$ cat config.mk
export PLATFORM = sky130hd
export DESIGN_NAME = rail_fence_cipher_top
export DESIGN_NICKNAME = d
export VERILOG_FILES = /design/src/design/rfc_pkg.sv /design/src/design/rfc_ram.sv /design/src/design/rfc_zigzag.sv /design/src/design/rfc_rail_cnt.sv /design/src/design/rail_fence_cipher_top.sv
export SDC_FILE = /design/constraint.sdc
export NUM_CORES = 2
export LEC_CHECK = 0
export ABC_AREA = 1
export BUFFER_PORTS_ARGS = -buffer_cell sky130_fd_sc_hd__buf_2
export CAP_MARGIN = 0
export CORE_MARGIN = 2
export CORE_UTILIZATION = 66
export CTS_BUF_LIST = sky130_fd_sc_hd__clkbuf_8
export DETAILED_ROUTE_END_ITERATION = 12
export GPL_TIMING_DRIVEN = 0
export PLACE_DENSITY = 0.87
export SLEW_MARGIN = 40
export SYNTH_ARGS = -nofsm -noshare
export SYNTH_HDL_FRONTEND = slang
export SYNTH_HIERARCHICAL = 1
export SYNTH_SLANG_ARGS = --single-unit
$ cat constraint.sdc
create_clock -name clk -period 8.2 [get_ports clk]
set_input_delay 1.23 -clock clk [delete_from_list [all_inputs] [get_ports clk]]
set_output_delay 1.23 -clock clk [all_outputs]
set_load 0.02 [all_outputs]
$ cat src/design/rfc_pkg.sv
// Shared types and constants for the rail fence cipher block.
package rfc_pkg;

  // Fixed field widths
  localparam int BYTE_W       = 8;
  localparam int RAIL_TOTAL_W = 5;
  localparam int CFG_DATA_W   = 5;
  localparam int CFG_IDX_W    = 1;

  // Default sizing
  localparam int RFC_MAX_LEN   = 64;
  localparam int RFC_MAX_RAILS = 16;

  // Register reset values
  localparam logic [RAIL_TOTAL_W-1:0] RAIL_TOTAL_RST = RAIL_TOTAL_W'(2);

  // Configuration register indexes
  localparam logic [CFG_IDX_W-1:0] CFG_RAIL_TOTAL = 1'b0;
  localparam logic [CFG_IDX_W-1:0] CFG_DIRECTION  = 1'b1;

  // Direction codes
  localparam logic DIR_ENCODE = 1'b0;
  localparam logic DIR_DECODE = 1'b1;

  // Commands to the per-rail counter bank
  typedef struct packed {
    logic clr;   // zero every count and the running sum
    logic inc;   // count[idx] += 1
    logic pfx;   // count[idx] <= sum; sum += old count[idx]
  } cnt_cmd_t;

  // Control sequencer states
  typedef enum logic [2:0] {
    S_LOAD,
    S_PREFIX,
    S_SCAT,
    S_RD,
    S_RD1,
    S_OUT
  } rfc_state_t;

endpackage

$ cat src/design/rfc_ram.sv
// Generic simple dual-port RAM with registered read.
module rfc_ram #(
  parameter int WIDTH = 8,
  parameter int DEPTH = 64
) (
  input  logic                     clk,
  input  logic                     we,
  input  logic [$clog2(DEPTH)-1:0] waddr,
  input  logic [WIDTH-1:0]         wdata,
  input  logic                     re,
  input  logic [$clog2(DEPTH)-1:0] raddr,
  output logic [WIDTH-1:0]         rdata
);

  logic [WIDTH-1:0] mem_r [DEPTH];
  logic [WIDTH-1:0] rdata_r;

  always_ff @(posedge clk) begin
    if (we) begin
      mem_r[waddr] <= wdata;
    end
    if (re) begin
      rdata_r <= mem_r[raddr];
    end
  end

  assign rdata = rdata_r;

endmodule

$ cat src/design/rfc_zigzag.sv
// Zigzag rail walker: tags each loaded position with its rail.
module rfc_zigzag #(
  parameter int MAX_RAILS = rfc_pkg::RFC_MAX_RAILS
) (
  input  logic                             clk,
  input  logic                             rst_n,
  input  logic [rfc_pkg::RAIL_TOTAL_W-1:0] rail_total_i,
  input  logic                             step_i,
  input  logic                             clear_i,
  output logic [$clog2(MAX_RAILS)-1:0]     tag_o
);

  localparam int TW = $clog2(MAX_RAILS);
  localparam int RW = $clog2(MAX_RAILS + 1);
  localparam int CW = (RW > rfc_pkg::RAIL_TOTAL_W) ? RW : rfc_pkg::RAIL_TOTAL_W;

  logic [TW-1:0] row_r, row_nxt;
  logic          down_r, down_nxt;
  logic [CW-1:0] rt_ext, r_eff, r_m1, tag_ext, inc_ext, dec_ext;

  // Effective rail count: zero reads as one, large values saturate
  always_comb begin
    rt_ext = CW'(rail_total_i);
    if (rt_ext == '0) begin
      r_eff = CW'(1);
    end else if (rt_ext > CW'(MAX_RAILS)) begin
      r_eff = CW'(MAX_RAILS);
    end else begin
      r_eff = rt_ext;
    end
    r_m1 = r_eff - CW'(1);
  end

  // Current row, clamped to the last rail
  always_comb begin
    tag_ext = (CW'(row_r) > r_m1) ? r_m1 : CW'(row_r);
    inc_ext = tag_ext + CW'(1);
    dec_ext = tag_ext - CW'(1);
  end

  assign tag_o = TW'(tag_ext);

  // Walk update
  always_comb begin
    row_nxt  = row_r;
    down_nxt = down_r;
    if (clear_i) begin
      row_nxt  = '0;
      down_nxt = 1'b1;
    end else if (step_i) begin
      if (r_eff <= CW'(1)) begin
        row_nxt  = '0;
        down_nxt = 1'b1;
      end else if (down_r) begin
        row_nxt  = TW'(inc_ext);
        down_nxt = (inc_ext < r_m1);
      end else begin
        row_nxt  = TW'(dec_ext);
        down_nxt = (dec_ext == '0);
      end
    end
  end

  always_ff @(posedge clk) begin
    if (!rst_n) begin
      row_r  <= '0;
      down_r <= 1'b1;
    end else begin
      row_r  <= row_nxt;
      down_r <= down_nxt;
    end
  end

  // The tag handed out always lies on an existing rail
  a_tag_in_range: assert property (@(posedge clk) disable iff (!rst_n)
    step_i |-> (CW'(tag_o) <= r_m1))
    else $error("zigzag tag beyond last rail");

endmodule

$ cat src/design/rfc_rail_cnt.sv
// Per-rail byte counts, turned in place into rail start offsets.
module rfc_rail_cnt #(
  parameter int MAX_LEN   = rfc_pkg::RFC_MAX_LEN,
  parameter int MAX_RAILS = rfc_pkg::RFC_MAX_RAILS
) (
  input  logic                            clk,
  input  logic                            rst_n,
  input  rfc_pkg::cnt_cmd_t               cmd_i,
  input  logic [$clog2(MAX_RAILS)-1:0]    idx_i,
  output logic [$clog2(MAX_LEN + 1)-1:0]  cnt_o
);

  localparam int CNTW = $clog2(MAX_LEN + 1);

  logic [CNTW-1:0] cnt_r   [MAX_RAILS];
  logic [CNTW-1:0] cnt_nxt [MAX_RAILS];
  logic [CNTW-1:0] sum_r, sum_nxt;

  assign cnt_o = cnt_r[idx_i];

  // One entry touched per cycle; clear wipes the whole bank
  always_comb begin
    cnt_nxt = cnt_r;
    sum_nxt = sum_r;
    if (cmd_i.clr) begin
      for (int i = 0; i < MAX_RAILS; i++) begin
        cnt_nxt[i] = '0;
      end
      sum_nxt = '0;
    end else if (cmd_i.inc) begin
      cnt_nxt[idx_i] = cnt_r[idx_i] + CNTW'(1);
    end else if (cmd_i.pfx) begin
      cnt_nxt[idx_i] = sum_r;
      sum_nxt        = sum_r + cnt_r[idx_i];
    end
  end

  always_ff @(posedge clk) begin
    if (!rst_n) begin
      for (int i = 0; i < MAX_RAILS; i++) begin
        cnt_r[i] <= '0;
      end
      sum_r <= '0;
    end else begin
      cnt_r <= cnt_nxt;
      sum_r <= sum_nxt;
    end
  end

endmodule

$ cat src/design/rail_fence_cipher_top.sv
// Top level of the rail fence cipher: load, offset, scatter and emit control.
//
//   channel | ports                                   | direction
//   --------+-----------------------------------------+----------
//   input   | in_valid/in_ready, in_byte, in_last     | in
//   result  | out_valid/out_ready, out_byte, out_last,| out
//           | out_truncated                           |
//   config  | cfg_we, cfg_index, cfg_wdata            | in
//
// Loading writes each byte that fits, with its rail tag, into the message RAM.
// After the last byte, the offset pass turns rail counts into start offsets
// one rail at a time, the scatter pass moves through the message RAM into the
// order RAM, then each result takes three steps in either direction (order RAM
// read, a decode's second read at the source position, output register load).
// Reset is synchronous; no clearing pass, the RAMs need none.
// A stalled result holds the emit sequence; the next message may load while
// the final result still waits in the output register.
module rail_fence_cipher_top #(
  parameter int MAX_LEN   = rfc_pkg::RFC_MAX_LEN,
  parameter int MAX_RAILS = rfc_pkg::RFC_MAX_RAILS
) (
  input  logic                            clk,
  input  logic                            rst_n,
  // input channel
  input  logic                            in_valid,
  output logic                            in_ready,
  input  logic [rfc_pkg::BYTE_W-1:0]      in_byte,
  input  logic                            in_last,
  // result channel
  output logic                            out_valid,
  input  logic                            out_ready,
  output logic [rfc_pkg::BYTE_W-1:0]      out_byte,
  output logic                            out_last,
  output logic                            out_truncated,
  // configuration
  input  logic                            cfg_we,
  input  logic [rfc_pkg::CFG_IDX_W-1:0]   cfg_index,
  input  logic [rfc_pkg::CFG_DATA_W-1:0]  cfg_wdata
);

  localparam int AW   = $clog2(MAX_LEN);
  localparam int TW   = $clog2(MAX_RAILS);
  localparam int CNTW = $clog2(MAX_LEN + 1);
  localparam int BW   = rfc_pkg::BYTE_W;
  localparam int MW   = BW + TW;
  localparam int OBW  = (CNTW > BW) ? CNTW : BW;

  // Configuration registers
  logic [rfc_pkg::RAIL_TOTAL_W-1:0] rail_total_r, rail_total_nxt;
  logic                             direction_r, direction_nxt;

  always_comb begin
    rail_total_nxt = rail_total_r;
    direction_nxt  = direction_r;
    if (cfg_we) begin
      unique case (cfg_index)
        rfc_pkg::CFG_RAIL_TOTAL: rail_total_nxt = cfg_wdata[rfc_pkg::RAIL_TOTAL_W-1:0];
        rfc_pkg::CFG_DIRECTION:  direction_nxt  = cfg_wdata[0];
        default: ;
      endcase
    end
  end

  always_ff @(posedge clk) begin
    if (!rst_n) begin
      rail_total_r <= rfc_pkg::RAIL_TOTAL_RST;
      direction_r  <= rfc_pkg::DIR_ENCODE;
    end else begin
      rail_total_r <= rail_total_nxt;
      direction_r  <= direction_nxt;
    end
  end

  // Sequencer and message state
  rfc_pkg::rfc_state_t state_r, state_nxt;
  logic [CNTW-1:0] len_r, len_nxt;
  logic            ovf_r, ovf_nxt;
  logic            dir_r, dir_nxt;
  logic [TW-1:0]   pfx_r, pfx_nxt;
  logic [CNTW-1:0] si_r, si_nxt;
  logic            sv_r, sv_nxt;
  logic [AW-1:0]   sidx_r, sidx_nxt;
  logic [CNTW-1:0] k_r, k_nxt;

  // Output register
  logic          ov_r, ov_nxt;
  logic [BW-1:0] ob_r, ob_nxt;
  logic          ol_r, ol_nxt;
  logic          ot_r, ot_nxt;

  // Datapath wiring
  logic              in_xfer, has_room, out_free, out_load, last_item, scat_rd;
  logic              zz_step, zz_clear;
  logic [TW-1:0]     zz_tag;
  rfc_pkg::cnt_cmd_t cnt_cmd;
  logic [TW-1:0]     cnt_idx;
  logic [CNTW-1:0]   cnt_rd;
  logic              msg_we, msg_re;
  logic [AW-1:0]     msg_waddr, msg_raddr;
  logic [MW-1:0]     msg_wdata, msg_rdata;
  logic              obf_we, obf_re;
  logic [AW-1:0]     obf_waddr, obf_raddr;
  logic [OBW-1:0]    obf_wdata, obf_rdata;
  logic [TW-1:0]     msg_tag;
  logic [BW-1:0]     msg_byte, sel_byte;

  assign in_ready  = (state_r == rfc_pkg::S_LOAD);
  assign in_xfer   = in_valid && in_ready;
  assign has_room  = (len_r < CNTW'(MAX_LEN));
  assign out_free  = !ov_r || out_ready;
  assign last_item = ((k_r + CNTW'(1)) == len_r);
  assign scat_rd   = (si_r < len_r);
  assign msg_tag   = msg_rdata[MW-1:BW];
  assign msg_byte  = msg_rdata[BW-1:0];
  assign sel_byte  = (dir_r == rfc_pkg::DIR_DECODE) ? msg_byte : obf_rdata[BW-1:0];

  // Next state
  always_comb begin
    state_nxt = state_r;
    unique case (state_r)
      rfc_pkg::S_LOAD:   if (in_xfer && in_last) state_nxt = rfc_pkg::S_PREFIX;
      rfc_pkg::S_PREFIX: if (pfx_r == TW'(MAX_RAILS - 1)) state_nxt = rfc_pkg::S_SCAT;
      rfc_pkg::S_SCAT:   if (!scat_rd && !sv_r) state_nxt = rfc_pkg::S_RD;
      rfc_pkg::S_RD:     state_nxt = rfc_pkg::S_RD1;
      rfc_pkg::S_RD1:    state_nxt = rfc_pkg::S_OUT;
      rfc_pkg::S_OUT: begin
        if (out_free) begin
          state_nxt = last_item ? rfc_pkg::S_LOAD : rfc_pkg::S_RD;
        end
      end
      default:           state_nxt = rfc_pkg::S_LOAD;
    endcase
  end

  // Outputs and datapath controls
  always_comb begin
    len_nxt   = len_r;
    ovf_nxt   = ovf_r;
    dir_nxt   = dir_r;
    pfx_nxt   = '0;
    si_nxt    = '0;
    sv_nxt    = 1'b0;
    sidx_nxt  = sidx_r;
    k_nxt     = '0;
    zz_step   = 1'b0;
    zz_clear  = 1'b0;
    cnt_cmd   = '0;
    cnt_idx   = zz_tag;
    msg_we    = 1'b0;
    msg_waddr = len_r[AW-1:0];
    msg_wdata = {zz_tag, in_byte};
    msg_re    = 1'b0;
    msg_raddr = si_r[AW-1:0];
    obf_we    = 1'b0;
    obf_waddr = sidx_r;
    obf_wdata = OBW'(msg_byte);
    obf_re    = 1'b0;
    obf_raddr = k_r[AW-1:0];
    out_load  = 1'b0;
    unique case (state_r)
      // store one byte and its rail per transfer; flag overflow when full
      rfc_pkg::S_LOAD: begin
        if (in_xfer) begin
          if (has_room) begin
            msg_we      = 1'b1;
            zz_step     = 1'b1;
            cnt_cmd.inc = 1'b1;
            len_nxt     = len_r + CNTW'(1);
          end else begin
            ovf_nxt = 1'b1;
          end
          if (in_last) begin
            dir_nxt = direction_r;
          end
        end
      end
      // running sum over the rails, one rail a cycle
      rfc_pkg::S_PREFIX: begin
        cnt_idx     = pfx_r;
        cnt_cmd.pfx = 1'b1;
        pfx_nxt     = pfx_r + TW'(1);
      end
      // read position i; encode: byte to rail offset, decode: offset at i
      rfc_pkg::S_SCAT: begin
        msg_re   = scat_rd;
        sv_nxt   = scat_rd;
        sidx_nxt = si_r[AW-1:0];
        si_nxt   = scat_rd ? (si_r + CNTW'(1)) : si_r;
        if (sv_r) begin
          cnt_idx     = msg_tag;
          cnt_cmd.inc = 1'b1;
          obf_we      = 1'b1;
          if (dir_r == rfc_pkg::DIR_DECODE) begin
            obf_waddr = sidx_r;
            obf_wdata = OBW'(cnt_rd);
          end else begin
            obf_waddr = cnt_rd[AW-1:0];
            obf_wdata = OBW'(msg_byte);
          end
        end
      end
      rfc_pkg::S_RD: begin
        obf_re = 1'b1;
        k_nxt  = k_r;
      end
      // decode needs a second read at the source position
      rfc_pkg::S_RD1: begin
        msg_re    = (dir_r == rfc_pkg::DIR_DECODE);
        msg_raddr = obf_rdata[AW-1:0];
        k_nxt     = k_r;
      end
      rfc_pkg::S_OUT: begin
        k_nxt = k_r;
        if (out_free) begin
          out_load = 1'b1;
          k_nxt    = k_r + CNTW'(1);
          if (last_item) begin
            cnt_cmd.clr = 1'b1;
            zz_clear    = 1'b1;
            len_nxt     = '0;
            ovf_nxt     = 1'b0;
            k_nxt       = '0;
          end
        end
      end
      default: ;
    endcase
  end

  // Output register
  always_comb begin
    ov_nxt = ov_r;
    ob_nxt = ob_r;
    ol_nxt = ol_r;
    ot_nxt = ot_r;
    if (out_load) begin
      ov_nxt = 1'b1;
      ob_nxt = sel_byte;
      ol_nxt = last_item;
      ot_nxt = ovf_r;
    end else if (out_ready) begin
      ov_nxt = 1'b0;
    end
  end

  always_ff @(posedge clk) begin
    if (!rst_n) begin
      state_r <= rfc_pkg::S_LOAD;
      len_r   <= '0;
      ovf_r   <= 1'b0;
      dir_r   <= rfc_pkg::DIR_ENCODE;
      pfx_r   <= '0;
      si_r    <= '0;
      sv_r    <= 1'b0;
      k_r     <= '0;
      ov_r    <= 1'b0;
    end else begin
      state_r <= state_nxt;
      len_r   <= len_nxt;
      ovf_r   <= ovf_nxt;
      dir_r   <= dir_nxt;
      pfx_r   <= pfx_nxt;
      si_r    <= si_nxt;
      sv_r    <= sv_nxt;
      k_r     <= k_nxt;
      ov_r    <= ov_nxt;
    end
  end

  // Payload registers
  always_ff @(posedge clk) begin
    sidx_r <= sidx_nxt;
    ob_r   <= ob_nxt;
    ol_r   <= ol_nxt;
    ot_r   <= ot_nxt;
  end

  assign out_valid     = ov_r;
  assign out_byte      = ob_r;
  assign out_last      = ol_r;
  assign out_truncated = ot_r;

  // Rail walker
  rfc_zigzag #(
    .MAX_RAILS (MAX_RAILS)
  ) u_zigzag (
    .clk          (clk),
    .rst_n        (rst_n),
    .rail_total_i (rail_total_r),
    .step_i       (zz_step),
    .clear_i      (zz_clear),
    .tag_o        (zz_tag)
  );

  // Per-rail counts and start offsets
  rfc_rail_cnt #(
    .MAX_LEN   (MAX_LEN),
    .MAX_RAILS (MAX_RAILS)
  ) u_rail_cnt (
    .clk   (clk),
    .rst_n (rst_n),
    .cmd_i (cnt_cmd),
    .idx_i (cnt_idx),
    .cnt_o (cnt_rd)
  );

  // Message RAM: {rail tag, byte} by position
  rfc_ram #(
    .WIDTH (MW),
    .DEPTH (MAX_LEN)
  ) u_msg_ram (
    .clk   (clk),
    .we    (msg_we),
    .waddr (msg_waddr),
    .wdata (msg_wdata),
    .re    (msg_re),
    .raddr (msg_raddr),
    .rdata (msg_rdata)
  );

  // Order RAM: encoded bytes, or decode source positions
  rfc_ram #(
    .WIDTH (OBW),
    .DEPTH (MAX_LEN)
  ) u_obf_ram (
    .clk   (clk),
    .we    (obf_we),
    .waddr (obf_waddr),
    .wdata (obf_wdata),
    .re    (obf_re),
    .raddr (obf_raddr),
    .rdata (obf_rdata)
  );

  // Length never runs past the buffer
  a_len_bound: assert property (@(posedge clk) disable iff (!rst_n)
    len_r <= CNTW'(MAX_LEN))
    else $error("loaded length beyond buffer depth");

  // A last-marked transfer starts the offset pass
  a_last_to_prefix: assert property (@(posedge clk) disable iff (!rst_n)
    (in_xfer && in_last) |=> (state_r == rfc_pkg::S_PREFIX))
    else $error("last transfer did not start offset pass");

  // Emit index stays inside the loaded message
  a_emit_index: assert property (@(posedge clk) disable iff (!rst_n)
    (state_r == rfc_pkg::S_OUT) |-> (k_r < len_r))
    else $error("emit index beyond message length");

  // Scatter writes only land below the loaded length
  a_scat_addr: assert property (@(posedge clk) disable iff (!rst_n)
    obf_we |-> (CNTW'(obf_waddr) < len_r))
    else $error("scatter address beyond message length");

endmodule

# Word level (Yosys, flattened, before mapping)
# Memory sizes are Yosys's and may differ from the RTL's. A register that Yosys moved wholly into a read port is not among the register bits.
# Index checks and enable logic that the tools add are counted.
op_classes:
  addsub: 9
  n_mul: 0
  n_div: 0
  magnitude_cmp: 8
  eq_ne: 15
  shifts: 0
  n_mux: 65
  bitwise: 5
  reduce_logical: 26
op_table:
  columns: ["cell", "n"]
  rows:
  - ["$bwmux 112", 2]
  - ["$mux 112", 2]
  - ["$mux 7", 9]
  - ["$mux 8", 4]
  - ["$add 7x1->7 const B", 4]
  - ["$bmux 7 s4", 1]
  - ["$demux 7 s4", 1]
  - ["$pmux 7 s2", 2]
  - ["$mux 1", 24]
  - ["$mux 6", 4]
  - ["$pmux 3 s6", 1]
  - ["$mux 5", 3]
  - ["$mux 3", 4]
  - ["$mux 4", 3]
  - ["$reduce_and 2->1", 6]
  - ["$logic_not 5->1", 2]
  - ["$ne 2x2->1 const B", 5]
  - ["$reduce_and 5->1", 2]
  - ["$sub 5x1->5 const B", 2]
  - ["$pmux 4 s2", 1]
  - ["$add 7x7->7", 1]
  - ["$eq 7x7->1", 1]
  - ["$lt 7x7->1", 1]
  - ["$lt 7x7->1 const B", 1]
  - ["25 further kinds", 42]
totals:
  regBits: 178
  latchBits: 0
  ramBits: 1280
  rom_bits: 0
  input_bits: 20
  out_inout_bits: 12
  elab_cells: 164
  memories: 2
memory_table:
  columns: ["name", "depth", "word_bits", "read_ports", "rd_clocked_by_memory_dff", "write_ports", "line_no", "text"]
  rows:
  - ["u_msg_ram.mem_r", 64, 12, 1, 1, 1, "rfc_ram.sv:15", "logic [WIDTH-1:0] mem_r [DEPTH];"]
  - ["u_obf_ram.mem_r", 64, 8, 1, 1, 1, "rfc_ram.sv:15", null]

# Logic depth before layout (Yosys ltp)
logic_depth:
  word_depth: 16
  ltp_mapped: 40
  ltp_nobuf: 39

# By module
# The synthesis kept the hierarchy.
modules_own_cells:
  columns: ["mod", "instances", "cells_per_inst", "area_per_inst_um2", "seq_area_each_um2"]
  rows:
  - ["rfc_ram at u_msg_ram", 1, 2661, 31795.5, 23422.5]
  - ["rfc_ram at u_obf_ram", 1, 1805, 21419.3, 15615.0]
  - ["rfc_rail_cnt", 1, 934, 6057.1, 2382.3]
  - ["rail_fence_cipher_top", 1, 444, 3090.5, 1241.2]
  - ["rfc_zigzag", 1, 134, 808.3, 100.1]

# Worst setup path after synthesis
# OpenSTA, ideal clock, no wires.
synth_path:
  path_type: "reg-to-reg"
  start: "register rail_total_r[2] in the netlist's numbering"
  end: "memory u_obf_ram.mem_r[0][1], data pin"
  setup_ps: 702
  arrival_ps: 6197
  required_time_ps: 7498
  setup_slack_ps: 1301
  stages_incl_launch_ff: 31
  n_path_buf: 2
  synth_period_minus_slack_ps: 6899
  cell_sequence: "dfxtp_1 -> nor2_1 -> nand2_1 -> nand2_1 -> nand2_2 -> inv_1 -> ha_1 -> inv_1 -> ha_1 -> nand2_1 -> a21boi_0 -> nand2_1 -> nand2_1 -> nand2_1 -> nand2_4 -> nand3_1 -> nand2_2 -> nand3_1 -> o211ai_1 -> buf_2 -> nand2_1 -> buf_4 -> nor2_1 -> nor2_1 -> nand2_1 -> nand2_1 -> nand2_1 -> nor2_2 -> inv_1 -> inv_1 -> o21ai_0"
synth_via:
  elab_chain_len: 15
  word_cells_on_any_way: 16
  cone_classes: "add/sub (1); order compare (2); mux (11); bitwise (1); reduce/logical (1)"
synth_rtl:
  columns: ["item", "line_no", "text"]
  rows:
  - ["from (decl)", "rail_fence_cipher_top.sv:49", "logic [rfc_pkg::RAIL_TOTAL_W-1:0] rail_total_r, rail_total_nxt;"]
  - ["from (signal assigned)", "rail_fence_cipher_top.sv:66", "rail_total_r <= rfc_pkg::RAIL_TOTAL_RST;"]
  - ["from (signal assigned)", "rail_fence_cipher_top.sv:69", "rail_total_r <= rail_total_nxt;"]
  - ["$gt 5x5->1", "rfc_zigzag.sv:26", "end else if (rt_ext > CW'(MAX_RAILS)) begin"]
  - ["$mux 5", "rfc_zigzag.sv:26", null]
  - ["$mux 5 *", "rfc_zigzag.sv:24", "if (rt_ext == '0) begin"]
  - ["$sub 5x1->5 *", "rfc_zigzag.sv:31", "r_m1 = r_eff - CW'(1);"]
  - ["$gt 4x5->1", "rfc_zigzag.sv:36", "tag_ext = (CW'(row_r) > r_m1) ? r_m1 : CW'(row_r);"]
  - ["$mux 5 *", "rfc_zigzag.sv:36", null]
  - ["net zz_tag[1]", "rail_fence_cipher_top.sv:94", "logic [TW-1:0] zz_tag;"]
  - ["$mux 4", "rail_fence_cipher_top.sv:189", "if (sv_r) begin"]
  - ["(+1 left out)", null, null]
  - ["net cnt_idx[1]", "rail_fence_cipher_top.sv:96", "logic [TW-1:0] cnt_idx;"]
  - ["$not 4->5 (not written as such) *", "rfc_rail_cnt.sv:19", "assign cnt_o = cnt_r[idx_i];"]
  - ["$bmux 7 s4 *", "rfc_rail_cnt.sv:19", null]
  - ["$mux 7 (not written as such) * (2 in series)", "rfc_rail_cnt.sv:19", null]
  - ["net cnt_rd[1]", "rail_fence_cipher_top.sv:97", "logic [CNTW-1:0] cnt_rd;"]
  - ["$mux 8 *", "rail_fence_cipher_top.sv:193", "if (dir_r == rfc_pkg::DIR_DECODE) begin"]
  - ["$mux 8 *", "rail_fence_cipher_top.sv:189", null]
  - ["$mux 8 *", "rail_fence_cipher_top.sv:160", "unique case (state_r)"]
  - ["net obf_wdata[1]", "rail_fence_cipher_top.sv:103", "logic [OBW-1:0] obf_wdata, obf_rdata;"]
  - ["to (decl)", "rfc_ram.sv:15", null]
# Mark *: on every way through the listed nets, which the timed path passes. The rest lies on a longest branch. The select of a mux whose other input is x is not followed.

# Worst setup path after layout
layout_path:
  start: "register rail_total_r[2] in the netlist's numbering"
  end: "memory u_obf_ram.mem_r[122][6] (netlist: u_obf_ram/mem_r[61][6]) (enable)"
layout_via:
  elab_chain_len: 15
  word_cells_on_any_way: 16
  cone_classes: "add/sub (1); order compare (2); mux (11); bitwise (1); reduce/logical (1)"
layout_rtl:
  columns: ["item", "line_no", "text"]
  rows:
  - ["$gt 5x5->1", "rfc_zigzag.sv:26", null]
  - ["$mux 5", "rfc_zigzag.sv:26", null]
  - ["$mux 5 *", "rfc_zigzag.sv:24", null]
  - ["$sub 5x1->5 *", "rfc_zigzag.sv:31", null]
  - ["$gt 4x5->1", "rfc_zigzag.sv:36", null]
  - ["$mux 5 *", "rfc_zigzag.sv:36", null]
  - ["net zz_tag[0]", "rail_fence_cipher_top.sv:94", null]
  - ["$mux 4", "rail_fence_cipher_top.sv:189", null]
  - ["(+1 left out)", null, null]
  - ["net cnt_idx[0]", "rail_fence_cipher_top.sv:96", null]
  - ["$not 4->5 (not written as such) *", "rfc_rail_cnt.sv:19", null]
  - ["$bmux 7 s4 *", "rfc_rail_cnt.sv:19", null]
  - ["$mux 7 (not written as such) * (2 in series)", "rfc_rail_cnt.sv:19", null]
  - ["net cnt_rd[0]", "rail_fence_cipher_top.sv:97", null]
  - ["$mux 6 *", "rail_fence_cipher_top.sv:193", null]
  - ["$mux 6 *", "rail_fence_cipher_top.sv:189", null]
  - ["$mux 6 *", "rail_fence_cipher_top.sv:160", null]
  - ["net obf_waddr[0]", "rail_fence_cipher_top.sv:102", "logic [AW-1:0] obf_waddr, obf_raddr;"]
# Marks and branches as above.

==> qor.csv <==
metric,value,unit
setup_tns,0,ns
yosysUniqueCellTypes,44,
avgSynthCellArea,10.6,sq um
drt_iter0_markers,8875,
cts.sinks,1478,
switchingPower,5.46,mW
ant_nets,0,
ys.flop_type,edfxtp_1,
num-fill-cells,5898,
fp-row-count,113,
crit_top_cell,nand2_1,
total_power,17.7,mW
slowest_stage,nor2_1,
cts_root_buffer,clkbuf_8,
die_w,313,um
setup.worst_path.start_class,register,
path_max_fanout,70,
max-vdd-ir-drop,0.281,mV
syn_to_final_growth,11.3,%
synthDominantCellAreaShare,62.6,%
internal_power,12.2,mW
dr_total_vias,49300,
place_hpwl,125000,um
core,94900,sq um
pin_count,32,
maxCapViolations,0,
period_share,90.2,%
grt_pass1_vias,46800,
hold_viol_final,0,
drive_above_1_share,12.7,%
hold_class,register to register,
slew_headroom,35.7,%
grt_max_degree,71,
synth_top_area_cell,edfxtp_1,
grt.total_usage,38.3,%
rrSetupSlack,0.80,ns
first_pass_iters,8,
fmax,135,MHz
clk_latency,0.94,ns
cts_hold_buf,0,
drcViolationCount,0,
nNetsFinal,6342,
cpPeakStageDelay,0.94,ns
min_to,out_truncated$_DFFE_PP_,
r2r-end,u_obf_ram/mem_r[61][6]$_DFFE_PP_,
seqPwrFrac,49.6,%
setup-violations-final,0,
hp-start,ovf_r$_SDFFE_PN0P_,
dieArea,98200,sq um
p_clk_share,32.3,%
syn_nets,6025,
post_cts_buffers,0,
die_h,313,um
maxSlewViolCount,0,
grt-ovfl-total,0,
ctsResizeCount,0,
pwr-share-comb,18.1,%
rsz0062_at_grt,no,
drt-vias-per-instance,6.37,
synth_enable_flop_cells,1316,
antenna_found_initial,3,
yosysSeqAreaShare,67.7,%
fin_crit,7.40,ns
grt_pass1_wl,279000,um
worst_slew_pin_slew,0.962,ns
r2r_cells,32,
gp_congestion,0.981,
seq_area,42800,sq um
routed_wl,190000,um
min_path_cells,0,
synthTopCellsByArea,"edfxtp_1 (63%), nand2_1 (12%), nand3_1 (9.0%)",
start_util,66.6,%
status,completed,
drt-wirelength-per-cell,24.5,um
required,8.72,ns
powerDensity,252,nW/um^2
p_sw_share,30.9,%
io_buffers,31,
ys_ff_latch,1478,
ctsHtreeMaxLevel,4,
synth.cell_area,63200,sq um
path_clk_slew,0.07,ns
path_class,register to register,
crit_arrival,7.92,ns
multi_input_area,17900,sq um
cts_tree,built,
worstSetupEndpointType,register,
r2r-start,rail_total_r[2]$_SDFFE_PN0P_,
cts-buffers-inserted,222,
synth_cells,5978,
fin_skew,0.0520,ns
cts_max_path_buffers,3,
async_flop_share,0,%
yosysWarnings,6,
p_leak,26.7,nW
-- sequential cells by signal, indices dropped and copies added (netlist names), 3 cells and up --
signal	count
u_zigzag/row_r	4
len_r	7
k_r	7
u_obf_ram/rdata	8
u_rail_cnt/cnt_r	112
rail_total_r	5
out_byte	8
si_r	7
u_obf_ram/mem_r	512
state_r	3
pfx_r	4
u_msg_ram/mem_r	768
u_rail_cnt/sum_r	7
u_msg_ram/rdata	12
sidx_r	6
-- layout make-up --
cell class / instances / share of cell area [%]
Clock inverter: 169 / 1.34
Buffer: 328 / 3.03
Tap cell: 1265 / 2.25
Inverter: 227 / 1.23
Multi-Input combinational cell: 3945 / 25.5
Timing Repair Buffer: 93 / 1.22
Sequential cell: 1478 / 60.8
Antenna cell: 1 / 0.00356
Clock buffer: 233 / 4.56
-- synth_stat cells (all sizes together) (7+ instances only) --
cell type,number
xor2,9
inv,227
nand4,37
buf,261
nand2,2113
nor4,16
nor3,7
clkbuf,67
nor2,275
nand3,1144
a21oi,141
o21ai,147
o21bai,10
edfxtp,1316
ha,26
dfxtp,162
-- critical path, delay by kind of cell (launching register included) --
family                   cells  cell delay, ns
AND/OR/NAND/NOR             19            4.09
buffers and inverters        6            0.97
AO/OA/AOI/OAI                5            0.89
adder cells (fa/ha/maj)      2            0.60
flip-flops                   1            0.42
-- cell usage in the layout (no fill, tap or decap), drive strengths merged, types with 5 or more instances in the layout --
cell      instances
bufinv            6
o21ai           147
clkbuf          300
clkinv           83
o21bai           10
nor4             16
nand4            37
nor2            275
clkinvlp          6
a21oi           141
inv             301
buf             354
xor2              9
o211ai            5
nor3              7
nand2          2113
dfxtp           162
nand3          1144
edfxtp         1316
ha               26
-- cell families after synthesis --
family	Yosys count	share of synthesized area, %
buffers and inverters	555	4.74
AOI/OAI and AO/OA	310	2.61
xor gates and xnor gates	12	0.178
adders and majority gates	27	0.547
DFF	1478	67.7
and+or+nand+nor	3596	24.2
-- stage by stage --
stage / instances / util [%] / hold WS, ns / area (sq um) / setup slack [ns]
after floorplan: 5978 / - / 0.409 / 63200 / 1.30
after global placement: 7274 / 68.4 / 0.417 / 64900 / -4.48
after detailed placement: 7335 / 69.5 / 0.425 / 66000 / 1.03
after CTS: 7737 / 73.9 / 0.441 / 70100 / 0.853
after global routing: 7739 / 74.1 / 0.447 / 70300 / 0.475
final: 7739 / 74.1 / 0.432 / 70300 / 0.802
-- power by group through the flow --
stage | logic, mW | clock network (mW) | registers [mW]
detailed placement | 3.02 | 0 | 8.91
global placement | 2.79 | 0 | 8.95
floorplan | 1.84 | 0 | 8.88
global route | 3.38 | 6.04 | 8.77
CTS | 3.05 | 5.71 | 8.76
finish | 3.21 | 5.71 | 8.77
-- worst max-delay path by stage --
stage                                             from                          endpoint  slack [ns]  cells past startpoint
after floorplan           rail_total_r[2]$_SDFFE_PN0P_   u_obf_ram/mem_r[0][1]$_DFFE_PP_        1.30                     30
after global placement    rail_total_r[2]$_SDFFE_PN0P_  u_obf_ram/mem_r[22][3]$_DFFE_PP_       -4.48                     19
after detailed placement  rail_total_r[2]$_SDFFE_PN0P_  u_obf_ram/mem_r[37][5]$_DFFE_PP_        1.03                     29
after CTS                 rail_total_r[2]$_SDFFE_PN0P_  u_obf_ram/mem_r[37][0]$_DFFE_PP_        0.85                     29
after global routing      rail_total_r[2]$_SDFFE_PN0P_  u_obf_ram/mem_r[61][6]$_DFFE_PP_        0.47                     32
final                     rail_total_r[2]$_SDFFE_PN0P_  u_obf_ram/mem_r[61][6]$_DFFE_PP_        0.80                     32
-- metal layers --
metal | vias up | GRT usage, % | wire (um)
met5 | - | 0 | 25
met4 | 4 | 21.7 | 12900
met3 | 864 | 8.21 | 26200
met2 | 4297 | 61.2 | 87800
met1 | 22900 | 49.3 | 63000
li1 | 21200 | - | -
No activity file was read; power rests on OpenSTA's default activity.
